$ cat src/rtl/ptb_pkg.sv
package ptb_pkg;

  localparam int USER_W = 8;
  localparam int USERS  = 1 << USER_W;

  localparam int ADDR_W = 3;
  localparam logic [ADDR_W-3:0] REG_CAPACITY = 1'b0;
  localparam logic [ADDR_W-3:0] REG_RATE     = 1'b1;

  localparam logic [15:0] CAPACITY_RST = 16'd5;
  localparam logic [15:0] RATE_RST     = 16'd256;

  // 256000 = 2^11 * 125; divide by 125 through a scaled reciprocal
  localparam int REFILL_SHIFT = 11;
  localparam int QUOT_X_W     = 23;
  localparam int RECIP_SHIFT  = 30;
  localparam logic [23:0] RECIP_M   = 24'd8589935;
  localparam logic [36:0] SAT_LIMIT = 37'd8192000;

  typedef struct packed {
    logic [7:0]  user_id;
    logic [31:0] now_ms;
  } req_t;

  typedef struct packed {
    logic        allowed;
    logic [15:0] tokens_left;
  } rsp_t;

  typedef struct packed {
    logic [15:0] tokens;
    logic [31:0] stamp;
  } entry_t;

endpackage

$ cat src/rtl/ptb_refill.sv
module ptb_refill (
  input  logic        clk,
  input  logic        en_mul,
  input  logic        en_recip,
  input  logic [31:0] elapsed,
  input  logic [15:0] tokens,
  input  logic [15:0] rate_q8,
  input  logic [15:0] capacity,
  output logic        allowed,
  output logic [15:0] tokens_left
);
  import ptb_pkg::*;

  logic [47:0] prod;
  logic [15:0] tok1;
  logic [46:0] recip;
  logic        big;
  logic [15:0] tok2;

  logic [36:0] scaled;
  logic [15:0] quot;
  logic [16:0] sum;
  logic [15:0] level;

  assign scaled = prod[47:REFILL_SHIFT];

  always_ff @(posedge clk) begin
    if (en_mul) begin
      prod <= {16'd0, elapsed} * {32'd0, rate_q8};
      tok1 <= tokens;
    end
    if (en_recip) begin
      recip <= {24'd0, scaled[QUOT_X_W-1:0]} * {23'd0, RECIP_M};
      big   <= (scaled >= SAT_LIMIT);
      tok2  <= tok1;
    end
  end

  always_comb begin
    quot = recip[RECIP_SHIFT+15:RECIP_SHIFT];
    sum  = {1'b0, tok2} + {1'b0, quot};
    if (big || (sum > {1'b0, capacity})) begin
      level = capacity;
    end else begin
      level = sum[15:0];
    end
    allowed     = (level != 16'd0);
    tokens_left = level - {15'd0, allowed};
  end

endmodule
$ cat config.mk
export PLATFORM = sky130hd
export DESIGN_NAME = ptb_refill
export DESIGN_NICKNAME = d
export VERILOG_FILES = /design/src/rtl/ptb_pkg.sv /design/src/rtl/ptb_refill.sv
export SDC_FILE = /design/constraint.sdc
export NUM_CORES = 2
export LEC_CHECK = 0
export BUFFER_PORTS_ARGS = -buffer_cell sky130_fd_sc_hd__buf_2
export CORE_MARGIN = 5
export CORE_UTILIZATION = 60
export CTS_BUF_LIST = sky130_fd_sc_hd__clkbuf_4 sky130_fd_sc_hd__clkbuf_8
export DETAILED_ROUTE_END_ITERATION = 16
export PLACE_DENSITY_LB_ADDON = 0.1
export SKIP_CTS_REPAIR_TIMING = 1
export SYNTH_ARGS = -nofsm -noshare
export SYNTH_HDL_FRONTEND = slang
export SYNTH_SLANG_ARGS = --single-unit
$ cat constraint.sdc
create_clock -name clk -period 16.5 [get_ports clk]
set_input_delay 0.825 -clock clk [delete_from_list [all_inputs] [get_ports clk]]
set_output_delay 0.825 -clock clk [all_outputs]
set_load 0.03 [all_outputs]
# After elaboration in Yosys (flattened, before gate mapping)
# Cells that the tools add are included.
[totals]
ff_bits = 127
latch_bits = 0
mem_bits_rw = 0
mem_bits_ro = 0
inputBits = 83
output_inout_bits = 17
wordCells = 14
memories = 0
[classes]
add_sub_neg = 2
n_mul = 2
n_div = 0
magnitude_cmp = 2
n_eq_ne = 0
shift = 0
mux = 1
n_bitwise = 0
reduce_logical = 2
[op_table]
columns = ["cell", "count"]
rows = [
  ["32-bit by 16-bit multiplier with 48-bit output", 1],
  ["23-bit by 24-bit multiplier with 46-bit output (second input constant)", 1],
  ["37-bit by 23-bit >= comparator with 1-bit output (second input constant)", 1],
  ["16-bit by 16-bit adder with 17-bit output", 1],
  ["17-bit by 16-bit greater-than comparator with 1-bit output", 1],
  ["16-bit 2-to-1 mux", 1],
  ["16-bit nonzero test", 1],
  ["16-bit by 1-bit subtractor with 16-bit output", 1],
  ["1-bit logical OR", 1],
]

# Logic depth before layout (Yosys ltp)
[logic_depth]
ltp_word = 6
mapped_depth = 24
depth_no_buf = 24

# Worst setup path after synthesis
# OpenSTA, ideal clock, no wires.
[synth_timing]
path_type = "input -> register"
start = "in elapsed[18]"
end = "reg prod[39], data pin"
setup_ns = 0.261
arrival_ns = 6.613
required_time_ns = 16.239
setup_slack_ns = 9.626
stages = 22
path_buffers = 2
path_cell_list = "clkbuf_1 nand2_1 fa_1 inv_1 fa_1 fa_1 fa_1 fa_1 inv_1 fa_1 inv_1 ha_1 clkbuf_2 a2111oi_2 o21ai_1 a31o_2 or3_1 o211a_1 nor2_1 nor2_1 or2_2 xor2_1"
[synth_between]
elab_chain_cells = 1
[synth_rtl]
columns = ["item", "line_no", "source"]
rows = [
  ["from (decl)", "ptb_refill.sv:5", "input logic [31:0] elapsed,"],
  ["32-bit by 16-bit multiplier with 48-bit output", "ptb_refill.sv:29", "prod <= {16'd0, elapsed} * {32'd0, rate_q8};"],
  ["to (signal assigned)", "ptb_refill.sv:29", ""],
  ["to (decl)", "ptb_refill.sv:14", "logic [47:0] prod;"],
]
# Every way passes these cells.
# A chain may end at the register's enable or synchronous reset.

# Final worst setup path
[layout_timing]
start = "reg tok2[0]"
end = "out tokens_left[15]"
[layout_between]
elab_chain_cells = 6
[layout_rtl]
columns = ["item", "line_no", "source"]
rows = [
  ["from (decl)", "ptb_refill.sv:18", "logic [15:0] tok2;"],
  ["from (signal assigned)", "ptb_refill.sv:35", "tok2 <= tok1;"],
  ["16-bit by 16-bit adder with 17-bit output (*)", "ptb_refill.sv:41", "sum = {1'b0, tok2} + {1'b0, quot};"],
  ["17-bit by 16-bit greater-than comparator with 1-bit output", "ptb_refill.sv:42", "if (big || (sum > {1'b0, capacity})) begin"],
  ["1-bit logical OR", "ptb_refill.sv:42", ""],
  ["16-bit 2-to-1 mux (*)", "ptb_refill.sv:42", ""],
  ["16-bit nonzero test", "ptb_refill.sv:47", "allowed = (level != 16'd0);"],
  ["16-bit by 1-bit subtractor with 16-bit output (*)", "ptb_refill.sv:48", "tokens_left = level - {15'd0, allowed};"],
  ["to (decl)", "ptb_refill.sv:10", "output logic [15:0] tokens_left"],
]
# Mark *: on every way between the ends. The rest lies on a longest branch, timed or not.

==> flow_metrics.env <==
export IMPL_finalCriticalPeriod_ns=7.95
export IMPL_grt_pass1_vias=22164
export IMPL_rsz0062_at_grt="no"
export IMPL_io_buffer_count=99
export IMPL_syn_avg_cell_area_um2=9.43
export IMPL_cap_violations=0
export IMPL_clock_path_buffers=2
export IMPL_yosys_register_bits=86
export IMPL_layout_common_cells="785 x inv_1, 573 x fa_1, 396 x ha_1"
export IMPL_grt_met2_usage=0.476
export IMPL_startpoint="tok2[0]"
export IMPL_start_util=0.608
export IMPL_worstHoldStart="tok1[15]"
export IMPL_yosysSeqAreaShare=0.0910
export IMPL_syn_nets=4062
export IMPL_regArea_um2=2580
export IMPL_final_antenna_net_count=0
export IMPL_synth_top_area_frac=0.404
export IMPL_route_detailed_drc=0
export IMPL_path_max_fanout=35
export IMPL_tightest_slew_ns=0.968
export IMPL_critPathArrivalTime_ns=7.13
export IMPL_critPathLaunchType="flip-flop"
export IMPL_setup_viol=0
export IMPL_fill_cells=3987
export IMPL_cts_root_buf="clkbuf_8"
export IMPL_finClkSkew_ns=0.0132
export IMPL_area_growth_pct=4.03
export IMPL_finalWirelength_um=69900
export IMPL_vias_per_cell=5.59
export IMPL_hold_class="reg2reg"
export IMPL_slew_headroom=0.338
export IMPL_multi_input_area_um2=22500
export IMPL_yosysUniqueCellTypes=75
export IMPL_fin_crit_sh=0.482
export IMPL_timing_fmax_mhz=126
export IMPL_cp_slowest_cell="o31ai_1"
export IMPL_whs_path_depth=0
export IMPL_dpl_hpwl_um=55800
export IMPL_clk_pin_slew_ns=0.10
export IMPL_drive_above_1_share=0.0467
export IMPL_gr_usage_met3=0.0422
export IMPL_postSynthCellCount=3010
export IMPL_crit_type="reg2out"
export IMPL_holdPathEnd="tok2[15]"
export IMPL_layout_commonest_cell="inv_1"
export IMPL_placementRows=79
export IMPL_synth_edf_count=86
export IMPL_die_y_um=227
export IMPL_crit_required_ns=15.67
export IMPL_crit_buf_inv=2
export IMPL_met1_usage=0.393
export IMPL_grt_first_pass_wirelength_um=116000
export IMPL_r2r_end="recip[44]"
export IMPL_ys_warn_count=0
export IMPL_drtIter0Drc=1252
export IMPL_rrSetupSlack_ns=8.93
export IMPL_fin_setup_tns_ns=0
export IMPL_cpPeakStageDelay_ns=0.47
export IMPL_cts_htree_levels=3
export IMPL_cpMostUsedCell="ha_1"
export IMPL_core_area_um2=46700
export IMPL_synth_async_reset_ratio=0
export IMPL_slew_viol_final=0
export IMPL_yosysTopAreaCell="fa_1"
export IMPL_syn_cell_area_um2=28400
export IMPL_die_area_um2=51700
export IMPL_gp_congestion=0.988
export IMPL_status="complete, no violations"
export IMPL_hold_viol=0
export IMPL_io_pins=100
export IMPL_cts_tree="built"
export IMPL_r2r_start="prod[19]"
export IMPL_cts_made_buffers=9
export IMPL_synthTopCellsByArea="fa_1 40%, ha_1 17%, inv_1 10%"
export IMPL_grt_ovfl_total=0
export IMPL_whs_ns=0.425
export IMPL_grt_busiest_layer="met2"
export IMPL_path_delay_family="compound AO/OA/AOI/OAI gates"
export IMPL_globalRouteTotalUtil=0.285
export IMPL_dr_pass1_iters=8
export IMPL_reg2reg_depth=22
export IMPL_antenna_found_initial=3
export IMPL_wl_per_cell_um=19.2
export IMPL_end_kind="primary output"
export IMPL_nets=4086
export IMPL_grt_max_degree=54
export IMPL_clk_insertion_delay_late_ns=0.40
export IMPL_cts_sinks=86
export IMPL_die_w_um=227
export IMPL_vias=20390
export IMPL_synthFlopType="edfxtp_1"
## worst max path at each step
stage / to / cells after the start
4_1_cts: tokens_left[15] / 25
6_report: tokens_left[15] / 25
3_5_place_dp: prod[38] / 21
5_1_grt: tokens_left[15] / 25
3_3_place_gp: prod[40] / 21
2_1_floorplan: prod[39] / 22
## registers in the layout, indices dropped and copies added (netlist names)
name / flops
big: 1
prod: 37
recip: 16
tok1: 16
tok2: 16
## logic make-up (layout without fill, tap and decap cells)
| logic type | count (synthesis) | count (layout) | share of synthesized area |
|---|---|---|---|
| and+or+nand+nor | 753 | 753 | 0.127 |
| adders and majority gates | 969 | 969 | 0.579 |
| muxes | 15 | 15 | 0.00538 |
| DFF | 86 | 86 | 0.0910 |
| xor gates and xnor gates | 80 | 80 | 0.0247 |
| other | 0 | 3 | 0 |
| buffers and inverters | 874 | 903 | 0.116 |
| AOI/OAI and AO/OA | 233 | 233 | 0.0572 |
## per-layer routing
layer / part of all wire / routed length [µm]
met5: 0 / 0
met4: 0.029 / 2030
met3: 0.066 / 4640
met2: 0.48 / 33700
met1: 0.42 / 29500
## worst register-to-register path, stage by stage, from the launching register on
cell and delay (ns):
edfxtp_1 0.72, inv_1 0.19, ha_1 0.48, inv_1 0.09, fa_1 0.48, inv_1 0.04, ha_1 0.17, inv_1 0.07
fa_1 0.44, fa_1 0.53, fa_1 0.52, inv_1 0.06, fa_1 0.37, ha_1 0.34, a211oi_1 0.24, nor2_1 0.13
a2111oi_0 0.74, o21ai_0 0.23, o21ai_1 0.38, a311oi_1 0.29, a2111oi_2 0.49, o31ai_1 0.16, xor2_1 0.17
## per-stage QoR
step           setup WS [ns]   util  area, µm²  cells
4_1_cts                 8.62  0.632      29500   3646
2_1_floorplan           9.63      -      28400   3010
3_5_place_dp            8.63  0.628      29300   3630
3_3_place_gp            8.67  0.628      29300   3630
6_report                8.55  0.633      29500   3649
5_1_grt                 8.15  0.633      29500   3648
## area by class of cell
type                            count  share of cell area
Multi-Input combinational cell   2050               0.762
Inverter                          785              0.0998
Sequential cell                    86              0.0875
Tap cell                          607              0.0257
Timing Repair Buffer              102              0.0175
Clock buffer                        9             0.00420
Clock inverter                      7             0.00267
Antenna cell                        3            0.000254
## synthesized netlist by cell type (all sizes together), types with 8 or more instances
library cell,n
a211oi,14
and2,169
nand3,20
xor2,30
a2111oi,8
inv,785
edfxtp,86
o21ai,51
nor3,22
nor2,63
a21o,30
o211ai,9
a21oi,50
nor2b,13
mux2i,13
nand4,23
fa,573
ha,396
clkbuf,86
o21a,8
or3,9
nand2,383
nor4,9
nand2b,8
xnor2,50
a31oi,9
Power is left out: the tool's default activity adds up to more than one toggle a clock period on the data nets, which glitch-free logic cannot reach.
